--- config.mk ---
export PLATFORM = sky130hd
export DESIGN_NAME = sprite_blend_rasterizer
export DESIGN_NICKNAME = d
export VERILOG_FILES = /design/src/hdl/sbr_pkg.sv /design/src/hdl/sbr_cfg_regs.sv /design/src/hdl/sbr_cmd_stage.sv /design/src/hdl/sbr_scanner.sv /design/src/hdl/sprite_blend_rasterizer.sv
export SDC_FILE = /design/constraint.sdc
export NUM_CORES = 1
export LEC_CHECK = 0
export BUFFER_PORTS_ARGS = -buffer_cell sky130_fd_sc_hd__buf_2
export CAP_MARGIN = 20
export CORE_MARGIN = 4
export CORE_UTILIZATION = 56
export DETAILED_ROUTE_END_ITERATION = 8
export PLACE_DENSITY_LB_ADDON = 0.15
export SYNTH_ARGS = -nofsm -noshare
export SYNTH_HDL_FRONTEND = slang
export SYNTH_HIERARCHICAL = 1
export SYNTH_SLANG_ARGS = --single-unit
--- constraint.sdc ---
create_clock -name clk_i -period 8.1 [get_ports clk_i]
set_input_delay 0 -clock clk_i [delete_from_list [all_inputs] [get_ports clk_i]]
set_output_delay 0 -clock clk_i [all_outputs]
set_load 0.02 [all_outputs]
--- src/hdl/sbr_pkg.sv ---
// Shared types, constants and the blending tables of the sprite blend rasterizer.
package sbr_pkg;

  localparam int unsigned SPRITE_SIDE = 8;
  localparam int unsigned SIDE_W      = $clog2(SPRITE_SIDE);
  localparam int unsigned PIX_N       = SPRITE_SIDE * SPRITE_SIDE;
  localparam int unsigned PIX_IDX_W   = $clog2(PIX_N);
  localparam int unsigned COORD_W     = 16;
  localparam int unsigned SCR_W       = 13;
  localparam int unsigned OUT_COORD_W = 12;
  localparam int unsigned LIN_W       = 24;
  localparam int unsigned PROD_W      = 2 * SCR_W;
  localparam int unsigned CODE_W      = 4;
  localparam int unsigned COLOR_W     = 2;
  localparam int unsigned APB_ADDR_W  = 3;
  localparam int unsigned APB_DATA_W  = 32;

  localparam logic [SCR_W-1:0] WIDTH_RESET  = SCR_W'(640);
  localparam logic [SCR_W-1:0] HEIGHT_RESET = SCR_W'(480);

  // register index, taken from paddr[2]
  typedef enum logic {
    REG_SCREEN_WIDTH  = 1'b0,
    REG_SCREEN_HEIGHT = 1'b1
  } sbr_reg_e;

  // colour by channel index (row) and blend code (column)
  localparam logic [COLOR_W-1:0] BLEND_TAB [4][16] = '{
    '{2'd0, 2'd0, 2'd0, 2'd0, 2'd1, 2'd0, 2'd1, 2'd1,
      2'd2, 2'd2, 2'd0, 2'd2, 2'd3, 2'd3, 2'd3, 2'd0},
    '{2'd0, 2'd1, 2'd2, 2'd3, 2'd0, 2'd1, 2'd2, 2'd3,
      2'd0, 2'd1, 2'd2, 2'd3, 2'd0, 2'd1, 2'd2, 2'd3},
    '{2'd1, 2'd2, 2'd3, 2'd1, 2'd1, 2'd2, 2'd3, 2'd1,
      2'd1, 2'd2, 2'd3, 2'd1, 2'd1, 2'd2, 2'd3, 2'd1},
    '{2'd2, 2'd3, 2'd1, 2'd2, 2'd2, 2'd3, 2'd1, 2'd2,
      2'd2, 2'd3, 2'd1, 2'd2, 2'd2, 2'd3, 2'd1, 2'd2}
  };

  // bit n set: blend code n draws zero-channel pixels too
  localparam logic [15:0] OPAQUE_TAB = 16'b0111_1011_1101_1111;

  typedef struct packed {
    logic                opcode;
    logic                layer_sel;
    logic [COORD_W-1:0]  origin_x;
    logic [COORD_W-1:0]  origin_y;
    logic [PIX_N-1:0]    plane_low;
    logic [PIX_N-1:0]    plane_high;
    logic [CODE_W-1:0]   blend_code;
    logic                mirror_x;
    logic                mirror_y;
  } sbr_in_t;

  typedef struct packed {
    logic [OUT_COORD_W-1:0] pixel_x;
    logic [OUT_COORD_W-1:0] pixel_y;
    logic [LIN_W-1:0]       linear_index;
    logic                   target_layer;
    logic [COLOR_W-1:0]     pixel_color;
    logic                   last_write;
  } sbr_out_t;

  typedef struct packed {
    logic [SCR_W-1:0] width;
    logic [SCR_W-1:0] height;
  } sbr_screen_t;

  // decoded command, pixel vectors indexed by scan position (row * side + column)
  typedef struct packed {
    logic               layer_sel;
    logic [COORD_W-1:0] origin_x;
    logic [COORD_W-1:0] origin_y;
    logic               mirror_x;
    logic               mirror_y;
    logic [CODE_W-1:0]  blend_code;
    logic [PIX_N-1:0]   ch_lo;
    logic [PIX_N-1:0]   ch_hi;
    logic [PIX_N-1:0]   draw;
  } sbr_cmd_t;

  // mirrored offset: side-1-idx is the bitwise inverse for a power-of-two side
  function automatic logic [SIDE_W-1:0] sprite_offset(logic [SIDE_W-1:0] idx, logic flip);
    return idx ^ {SIDE_W{flip}};
  endfunction

endpackage

--- src/hdl/sbr_cfg_regs.sv ---
// APB register file holding the screen size.
module sbr_cfg_regs import sbr_pkg::*; (
  input  logic                  clk_i,
  input  logic                  rst_ni,
  input  logic                  psel,
  input  logic                  penable,
  input  logic                  pwrite,
  input  logic [APB_ADDR_W-1:0] paddr,
  input  logic [APB_DATA_W-1:0] pwdata,
  output logic [APB_DATA_W-1:0] prdata,
  output logic                  pready,
  output sbr_screen_t           screen_o
);

  logic [SCR_W-1:0] width_q, width_d;
  logic [SCR_W-1:0] height_q, height_d;
  logic             wr_en;
  sbr_reg_e         reg_idx;

  assign pready  = 1'b1;
  assign wr_en   = psel && penable && pwrite && pready;
  assign reg_idx = sbr_reg_e'(paddr[2]);

  always_comb begin
    width_d  = width_q;
    height_d = height_q;
    prdata   = '0;
    unique case (reg_idx)
      REG_SCREEN_WIDTH: begin
        prdata = APB_DATA_W'(width_q);
        if (wr_en) width_d = pwdata[SCR_W-1:0];
      end
      REG_SCREEN_HEIGHT: begin
        prdata = APB_DATA_W'(height_q);
        if (wr_en) height_d = pwdata[SCR_W-1:0];
      end
    endcase
  end

  always_ff @(posedge clk_i or negedge rst_ni) begin
    if (!rst_ni) begin
      width_q  <= WIDTH_RESET;
      height_q <= HEIGHT_RESET;
    end else begin
      width_q  <= width_d;
      height_q <= height_d;
    end
  end

  assign screen_o = '{width: width_q, height: height_q};

endmodule

--- src/hdl/sbr_cmd_stage.sv ---
// Input register and per-pixel draw mask decode.
module sbr_cmd_stage import sbr_pkg::*; (
  input  logic        clk_i,
  input  logic        rst_ni,
  input  logic        in_valid_i,
  output logic        in_stall_o,
  input  sbr_in_t     in_data_i,
  input  sbr_screen_t screen_i,
  input  logic        load_ready_i,
  output logic        cmd_valid_o,
  output sbr_cmd_t    cmd_o
);

  logic               in_valid_q, in_valid_d;
  sbr_in_t            in_q;
  logic               accept;
  logic               opaque;
  logic [COORD_W-1:0] col_x [SPRITE_SIDE];
  logic [COORD_W-1:0] row_y [SPRITE_SIDE];
  logic [SPRITE_SIDE-1:0] col_ok, row_ok;
  logic [PIX_N-1:0]   ch_lo, ch_hi, draw;

  assign in_stall_o = in_valid_q && !load_ready_i;
  assign accept     = in_valid_i && !in_stall_o;

  always_comb begin
    in_valid_d = in_valid_q;
    if (accept)            in_valid_d = 1'b1;
    else if (load_ready_i) in_valid_d = 1'b0;
  end

  always_ff @(posedge clk_i or negedge rst_ni) begin
    if (!rst_ni) begin
      in_valid_q <= 1'b0;
    end else begin
      in_valid_q <= in_valid_d;
    end
  end

  always_ff @(posedge clk_i) begin
    if (accept) in_q <= in_data_i;
  end

  assign opaque = OPAQUE_TAB[in_q.blend_code];

  // screen test per column and per row, eight of each
  always_comb begin
    for (int i = 0; i < SPRITE_SIDE; i++) begin
      col_x[i]  = in_q.origin_x + COORD_W'(sprite_offset(SIDE_W'(i), in_q.mirror_x));
      row_y[i]  = in_q.origin_y + COORD_W'(sprite_offset(SIDE_W'(i), in_q.mirror_y));
      col_ok[i] = col_x[i] < COORD_W'(screen_i.width);
      row_ok[i] = row_y[i] < COORD_W'(screen_i.height);
    end
  end

  // planes are stored msb first; reorder to scan position
  always_comb begin
    for (int k = 0; k < PIX_N; k++) begin
      ch_lo[k] = in_q.plane_low[PIX_N-1-k];
      ch_hi[k] = in_q.opcode && in_q.plane_high[PIX_N-1-k];
      draw[k]  = (ch_lo[k] || ch_hi[k] || opaque) &&
                 col_ok[k % SPRITE_SIDE] && row_ok[k / SPRITE_SIDE];
    end
  end

  assign cmd_valid_o = in_valid_q;
  assign cmd_o = '{layer_sel:  in_q.layer_sel,
                   origin_x:   in_q.origin_x,
                   origin_y:   in_q.origin_y,
                   mirror_x:   in_q.mirror_x,
                   mirror_y:   in_q.mirror_y,
                   blend_code: in_q.blend_code,
                   ch_lo:      ch_lo,
                   ch_hi:      ch_hi,
                   draw:       draw};

endmodule

--- src/hdl/sbr_scanner.sv ---
// Pixel scanner and output register: one scan position per cycle while no drawn pixel waits on a stalled output.
module sbr_scanner import sbr_pkg::*; (
  input  logic        clk_i,
  input  logic        rst_ni,
  input  logic        cmd_valid_i,
  input  sbr_cmd_t    cmd_i,
  output logic        load_ready_o,
  input  sbr_screen_t screen_i,
  output logic        out_valid_o,
  input  logic        out_stall_i,
  output sbr_out_t    out_data_o
);

  logic                 scan_valid_q, scan_valid_d;
  logic [PIX_IDX_W-1:0] k_q, k_d;
  logic [PIX_N-1:0]     pend_q, pend_d, pend_clr;
  sbr_cmd_t             cmd_q;
  logic                 out_valid_q, out_valid_d;
  sbr_out_t             out_q, out_d;

  logic                 cur_draw, out_free, step, is_last, done, load;
  logic [SIDE_W-1:0]    col, row;
  logic [COORD_W-1:0]   px, py;
  logic [COLOR_W-1:0]   ch;
  logic [PROD_W-1:0]    prod, lin_sum;

  assign cur_draw = pend_q[k_q];
  assign out_free = !out_valid_q || !out_stall_i;
  assign step     = scan_valid_q && (!cur_draw || out_free);
  assign pend_clr = pend_q & ~(PIX_N'(1) << k_q);
  assign is_last  = pend_clr == '0;
  assign done     = step && is_last;

  assign load_ready_o = !scan_valid_q || done;
  // commands with nothing to draw are dropped here
  assign load         = cmd_valid_i && load_ready_o && (cmd_i.draw != '0);

  always_comb begin
    scan_valid_d = scan_valid_q;
    k_d          = k_q;
    pend_d       = pend_q;
    if (load) begin
      scan_valid_d = 1'b1;
      k_d          = '0;
      pend_d       = cmd_i.draw;
    end else if (step) begin
      scan_valid_d = !is_last;
      k_d          = k_q + 1'b1;
      pend_d       = pend_clr;
    end
  end

  always_ff @(posedge clk_i or negedge rst_ni) begin
    if (!rst_ni) begin
      scan_valid_q <= 1'b0;
      k_q          <= '0;
      pend_q       <= '0;
    end else begin
      scan_valid_q <= scan_valid_d;
      k_q          <= k_d;
      pend_q       <= pend_d;
    end
  end

  always_ff @(posedge clk_i) begin
    if (load) cmd_q <= cmd_i;
  end

  // current pixel
  assign col     = k_q[SIDE_W-1:0];
  assign row     = k_q[PIX_IDX_W-1:SIDE_W];
  assign px      = cmd_q.origin_x + COORD_W'(sprite_offset(col, cmd_q.mirror_x));
  assign py      = cmd_q.origin_y + COORD_W'(sprite_offset(row, cmd_q.mirror_y));
  assign ch      = {cmd_q.ch_hi[k_q], cmd_q.ch_lo[k_q]};
  // drawn pixels sit below the screen size, so 13 bits of each coordinate suffice
  assign prod    = PROD_W'(py[SCR_W-1:0]) * PROD_W'(screen_i.width);
  assign lin_sum = prod + PROD_W'(px[SCR_W-1:0]);

  always_comb begin
    out_d = '{pixel_x:      px[OUT_COORD_W-1:0],
              pixel_y:      py[OUT_COORD_W-1:0],
              linear_index: lin_sum[LIN_W-1:0],
              target_layer: cmd_q.layer_sel,
              pixel_color:  BLEND_TAB[ch][cmd_q.blend_code],
              last_write:   is_last};
    out_valid_d = out_valid_q;
    if (step && cur_draw) out_valid_d = 1'b1;
    else if (!out_stall_i) out_valid_d = 1'b0;
  end

  always_ff @(posedge clk_i or negedge rst_ni) begin
    if (!rst_ni) begin
      out_valid_q <= 1'b0;
    end else begin
      out_valid_q <= out_valid_d;
    end
  end

  always_ff @(posedge clk_i) begin
    if (step && cur_draw) out_q <= out_d;
  end

  assign out_valid_o = out_valid_q;
  assign out_data_o  = out_q;

endmodule

--- src/hdl/sprite_blend_rasterizer.sv ---
// Top level of the sprite blend rasterizer.
//
// Takes one 8x8 sprite command per input transaction and emits one output
// transaction per drawn pixel, in row order, with last_write set on the final
// one. A command occupies the scanner for each scan position up to and
// including its last drawn pixel, and longer while the output side stalls;
// the scan counter steps one position per cycle unless a drawn pixel waits
// on a stalled output. A command with nothing to draw leaves the input
// register as soon as the scanner can take a command, and produces no
// output. The next command waits in the input register while the current one
// is scanned, and the output register lets the scanner skip positions that
// draw nothing while a result waits to be taken. Registers: screen_width at
// byte address 0 and screen_height at 4, 13 bits each, reset 640 and 480; they
// must be written only while the block is idle, which the block does not enforce.
//
// Datapath:
//   input register -> column/row screen tests and draw mask (64 bits)
//   scanner        -> pixel select, coordinate add, y*width multiply, blend
//   output register
module sprite_blend_rasterizer import sbr_pkg::*; (
  input  logic                  clk_i,
  input  logic                  rst_ni,
  // configuration
  input  logic                  psel,
  input  logic                  penable,
  input  logic                  pwrite,
  input  logic [APB_ADDR_W-1:0] paddr,
  input  logic [APB_DATA_W-1:0] pwdata,
  output logic [APB_DATA_W-1:0] prdata,
  output logic                  pready,
  // sprite commands
  input  logic                  in_valid_i,
  output logic                  in_stall_o,
  input  sbr_in_t               in_data_i,
  // pixel writes
  output logic                  out_valid_o,
  input  logic                  out_stall_i,
  output sbr_out_t              out_data_o
);

  sbr_screen_t screen;
  logic        cmd_valid;
  logic        load_ready;
  sbr_cmd_t    cmd;

  sbr_cfg_regs u_cfg (
    .clk_i    (clk_i),
    .rst_ni   (rst_ni),
    .psel     (psel),
    .penable  (penable),
    .pwrite   (pwrite),
    .paddr    (paddr),
    .pwdata   (pwdata),
    .prdata   (prdata),
    .pready   (pready),
    .screen_o (screen)
  );

  // holds the next command while the scanner is busy
  sbr_cmd_stage u_cmd (
    .clk_i        (clk_i),
    .rst_ni       (rst_ni),
    .in_valid_i   (in_valid_i),
    .in_stall_o   (in_stall_o),
    .in_data_i    (in_data_i),
    .screen_i     (screen),
    .load_ready_i (load_ready),
    .cmd_valid_o  (cmd_valid),
    .cmd_o        (cmd)
  );

  // walks the draw mask, skipping positions that draw nothing without a stall
  sbr_scanner u_scan (
    .clk_i        (clk_i),
    .rst_ni       (rst_ni),
    .cmd_valid_i  (cmd_valid),
    .cmd_i        (cmd),
    .load_ready_o (load_ready),
    .screen_i     (screen),
    .out_valid_o  (out_valid_o),
    .out_stall_i  (out_stall_i),
    .out_data_o   (out_data_o)
  );

endmodule

* Word level (Yosys, flattened, before mapping)
Memories as Yosys holds them, arrays and structs flattened. A register that Yosys moved wholly into a read port is not among the register bits.
Index checks and enable logic that the tools add are counted.
** Operators by class
- Multiply operators :: 1
- Divide/modulo/power cells :: 0
- Add/subtract/negate cells :: 20
- Order comparisons :: 20
- Mux-type cells :: 25
- Shifts and indexed selects :: 1
- Reductions and logical operators :: 345
- Bitwise operators :: 13
- Equality and inequality tests :: 1
** Operator list (count)
- adder 16 x 3 -> 16 bit :: 16
- less-than comparator 16 x 13 -> 1 bit :: 16
- logical AND 1 bit :: 201
- logical OR 1 bit :: 131
- two-way mux 64 bit :: 2
- AND 64 bit :: 1
- binary-select mux 32 bit (select 2 bit) :: 1
- zero test 64 bit :: 1
- two-way mux 32 bit :: 2
- NOT 64 bit :: 1
- case mux 32 bit (2 select lines) :: 1
- nonzero test 64 bit :: 1
- left shift 1 x 6 -> 64 bit, first input constant :: 1
- adder 13 x 3 -> 13 bit :: 2
- adder 24 x 13 -> 24 bit :: 1
- multiplier 13 x 13 -> 24 bit :: 1
- binary-select mux 1 bit (select 6 bit) :: 3
- two-way mux 6 bit :: 2
- two-way mux 1 bit :: 10
- binary-select mux 2 bit (select 4 bit) :: 1
- zero test 1 bit :: 7
- less-than comparator 6 x 7 -> 1 bit, second input constant :: 1
- adder 6 x 1 -> 6 bit, second input constant :: 1
- NOT 3 bit :: 2
- other kinds (13) :: 20
** Storage, ports and cells
- Output and inout port bits :: 87
- RAM bits :: 0
- Bits in read-only memories :: 16
- Word-level logic and storage cells :: 457
- Memories :: 1
- Latch bits :: 0
- Bits in registers :: 480
** Memory list
- (name not given) :: depth 16, width 1, rd ports 1, clocked after memory_dff 1, wr ports 0, line sbr_cmd_stage.sv:44 : assign opaque = OPAQUE_TAB[in_q.blend_code];

* Logic depth before layout (Yosys ltp)
- Word-level depth :: 12
- Mapped depth :: 33
- Gate-level depth less buffers :: 30

* Modules after synthesis
The synthesis kept the hierarchy.
** Modules (own cells, without submodules)
- sbr_scanner :: cells an instance 1559, area each 19148.4 um^2, times used 1, seq. area each 8197.9 um^2
- sbr_cmd_stage :: cells an instance 1581, area each 15092.0 um^2, times used 1, seq. area each 5089.9 um^2
- sbr_cfg_regs :: cells an instance 92, area each 1352.5 um^2, times used 1, seq. area each 658.1 um^2

* Worst setup path before layout
No wires, ideal clock.
- Path kind :: reg-to-reg
- From :: register u_scan.k_q[2]
- To :: register, netlist name u_cmd/opaque
- Path slack :: -214 ps
- Period minus slack after synthesis :: 8314 ps
- Path buffers :: 4
- Cell stages (with the launch flop) :: 17
- Arrival :: 8169 ps
- Cell sequence :: dfrtp_1 -> buf_6 -> clkbuf_1 -> clkbuf_1 -> clkinv_1 -> ha_1 -> buf_2 -> inv_1 -> o31a_1 -> a2111o_1 -> or4_1 -> or4_4 -> o31ai_4 -> nand2b_1 -> and2_1 -> o311ai_0 -> o21ai_0
** RTL lines
- start: declaration :: line sbr_scanner.sv:15 : logic [PIX_IDX_W-1:0] k_q, k_d;
- start signal: assignment :: line sbr_scanner.sv:60 : k_q <= k_d;

* Final worst setup path
- From :: register u_scan/cmd_q[196] in the netlist's numbering
- To :: register u_scan.out_q, in the netlist u_scan/out_data_o[27], data pin
** Between the ends
- Word-level cells in the longest chain between the ends :: 4
** RTL lines
- start: declaration :: line sbr_scanner.sv:17 : sbr_cmd_t cmd_q;
- start signal: assignment :: line sbr_scanner.sv:66 : if (load) cmd_q <= cmd_i;
- bitwise XOR 3 bit :: line sbr_pkg.sv:83 : return idx ^ {SIDE_W{flip}};
- adder 13 x 3 -> 13 bit :: line sbr_scanner.sv:73 : assign py = cmd_q.origin_y + COORD_W'(sprite_offset(row, cmd_q.mirror_y));
- multiplier 13 x 13 -> 24 bit :: line sbr_scanner.sv:76 : assign prod = PROD_W'(py[SCR_W-1:0]) * PROD_W'(screen_i.width);
- adder 24 x 13 -> 24 bit :: line sbr_scanner.sv:77 : assign lin_sum = prod + PROD_W'(px[SCR_W-1:0]);
- named net u_scan.lin_sum[23] :: line sbr_scanner.sv:25 : logic [PROD_W-1:0] prod, lin_sum;
- end signal: assignment :: line sbr_scanner.sv:100 : if (step && cur_draw) out_q <= out_d;
- end: declaration :: line sbr_scanner.sv:19 : sbr_out_t out_q, out_d;
The timed path passes the listed nets, and every way through them passes these cells.
A chain may end at the register's enable or synchronous reset.

==> results by group <==
Critical path
  – CP arrival: 8.15 ns
  – Critical path origin: u_scan/cmd_q[196]$_DFFE_PP_
  – CP Launch Type: register
  – Critical-path top delay cell: fa_1
  – Critical path class: reg2reg
  – WP buf/inv: 7
  – Worst Path Required: between 8 and 9 ns
  – Setup crit end kind: register
  – Crit path max-delay family: adder cells
  – Crit Path Max Fanout: 14
  – CP dominant cell by count: fa_1
  – Reg2Reg Launch Point: u_scan/cmd_q[196]$_DFFE_PP_
  – Slowest stage delay, CP: about 0.54 ns

STA
  – Peak Freq: 129 MHz
  – Fin crit share: 0.960
  – Setup_tns: 0 ns
  – Setup skew after layout: between 0.06 and 0.07 ns
  – Setup slack after layout: around 0.32 ns
  – Slew Limit Fails: 0
  – Final min period: between 7 and 8 ns
  – Setup Viol. Count Final: 0
  – Worst-margin pin slew: 1.16 ns
  – RSZ-0062 raised after global routing: no
  – Rel. slew slack: 0.223
  – Final Hold Vio Count: 0

Min path
  – Hold Startpoint: in_data_i[21]
  – Hold WC Path Type: in2reg

Clocking
  – Clk slew on worst S/H paths: 0.07 ns
  – CTS Buf Count: 52
  – CTS tree: done
  – Clock root buffer: clkbuf_16
  – Skew-Pair Late Insertion Delay: 0.66 ns
  – Clock sink count: a little under 500
  – Htree depth: 2
  – Clk buf depth: 3

Final layout
  – Share of cells above drive strength 1: 0.170
  – Commonest non-fill, non-tap cell in the layout: edfxtp_1
  – Layout Nets: between 4,000 and 5,000
  – Area grow syn2layout: 14.4%
  – Highest-count cells in the layout ignoring fill and taps: edfxtp_1, ha_1, buf_2

Global route
  – Vias in the first global route: 28,121
  – GRT busiest layer: met2
  – M1 GR Usage: 0.412
  – Initial antenna violation count: 1
  – Global-route wire length before repair: between 150 and 200 mm
  – Pin count of the biggest net entering global routing: 91
  – Met2 Track Usage GR: 0.544
  – Grt ovf: 0
  – Gr usage total: 0.326
  – Met3 Use GR: 0.0553

Routing
  – Via/cell ratio: approximately 6.1
  – DRC Markers: 0
  – Routed WL per cell: between 20 and 30 µm
  – ANT nets after route: 0
  – DRT Pass-1 Iters: 5
  – DR vias: between 20,000 and 30,000
  – Detailed Route Iter0 Violations: approximately 2,500
  – WL final: 111 mm

Placed design
  – I/O Buffers: roughly 260
  – Place WS: around 0.17 ns
  – Placed wire-length estimate: 80.2 mm
  – GP Congestion: 0.975

Yosys
  – Mapped cell area: between 30,000 and 40,000 µm²
  – Post-synthesis area per instance: ~11 µm²
  – Yosys warns: 6
  – Syn Inst Count: 3,226

Pwr
  – Cell leakage power: approximately 17 nW
  – Power per standard cell area: around 490 nW/µm²
  – Worst vdd rail ir drop: around 0.0012 V

Die
  – Die width: between 200 and 300 µm
  – IO Pins: 297
  – Die Ht: approximately 260 µm
  – Initial Utilization: 0.565
  – Die ar.: 67,600 µm²
  – Rows: 92
  – Core Box Area: 63,000 µm²

Run
  – # Max-Cap Violations: 0

Run status
  – Status: completed
[report_power, final]
part	internal [mW]	leakage (nW)	total, mW	switching [mW]
registers	3.57	4.72	3.82	0.248
clock network	1.46	0.869	2.51	1.05
logic	5.57	11.6	13.8	8.23
[cell type report]
type | instances | area (µm²)
Fill cell | 4908 | 22300
Multi-Input combinational cell | 2275 | 19200
Sequential cell | 481 | 14000
Timing Repair Buffer | 511 | 3780
Clock buffer | 64 | 1390
Tap cell | 846 | 1060
Inverter | 220 | 826
Clock inverter | 32 | 432
Antenna cell | 1 | 2.50
[per-stage QoR]
| stage | std cells | cell area, µm² | util | power (mW) | hold slack [ns] |
|---|---|---|---|---|---|
| 2_1_floorplan | 3244 | 35600 | - | 13.3 | -0.296 |
| 3_3_place_gp | 4143 | 36900 | 0.586 | 16.9 | -0.0789 |
| 3_5_place_dp | 4143 | 36900 | 0.586 | 17.3 | -0.0678 |
| 4_1_cts | 4427 | 40600 | 0.645 | 20.0 | 0.0246 |
| 5_1_grt | 4430 | 40700 | 0.646 | 21.7 | 0.0359 |
| 6_report | 4430 | 40700 | 0.646 | 20.1 | 0.0487 |
[per-layer routing]
layer | vias up | wire [µm]
met5 | - | 0
met4 | 0 | 6590
met3 | 311 | 8420
met2 | 1351 | 53400
met1 | 13381 | 42400
li1 | 12067 | -
[registers in the layout, summed over array words and instances, names as in the netlist]
name	cells
u_cmd/in_q	65
u_scan/out_valid_o	1
u_scan/pend_q	64
u_scan/k_q	6
u_cfg/height_q	13
u_cfg/width_q	13
u_scan/out_data_o	52
u_cmd/cmd_valid_o	1
u_scan/cmd_q	161
u_cmd/opaque	1
u_cmd/cmd_o	103
u_scan/scan_valid_q	1
[what timing repair did]
item | in CTS | in global routing
gates resized for setup | 0 | 4
setup endpoints to repair | 0 | 1
hold buffers | 188 | 0
buffers inserted | 0 | 1
endpoints found under the hold margin | 281 | 0
[path summary, 6_finish.rpt]
path	end	slack, ns	depth (start not counted)
min in group asynchronous	u_cfg/height_q[8]$_DFFE_PN1P_	0.57	3
min reg2reg	u_scan/cmd_q[170]$_DFFE_PP_	0.41	0
max in group asynchronous	u_cfg/width_q[11]$_DFFE_PN0P_	6.17	4
max	u_scan/out_data_o[27]$_DFFE_PP_	0.32	30
min	u_cmd/in_q[21]$_DFFE_PP_	0.05	2
max reg2reg	u_scan/out_data_o[27]$_DFFE_PP_	0.32	30
Note: power is estimated with default switching activity, not from simulation.
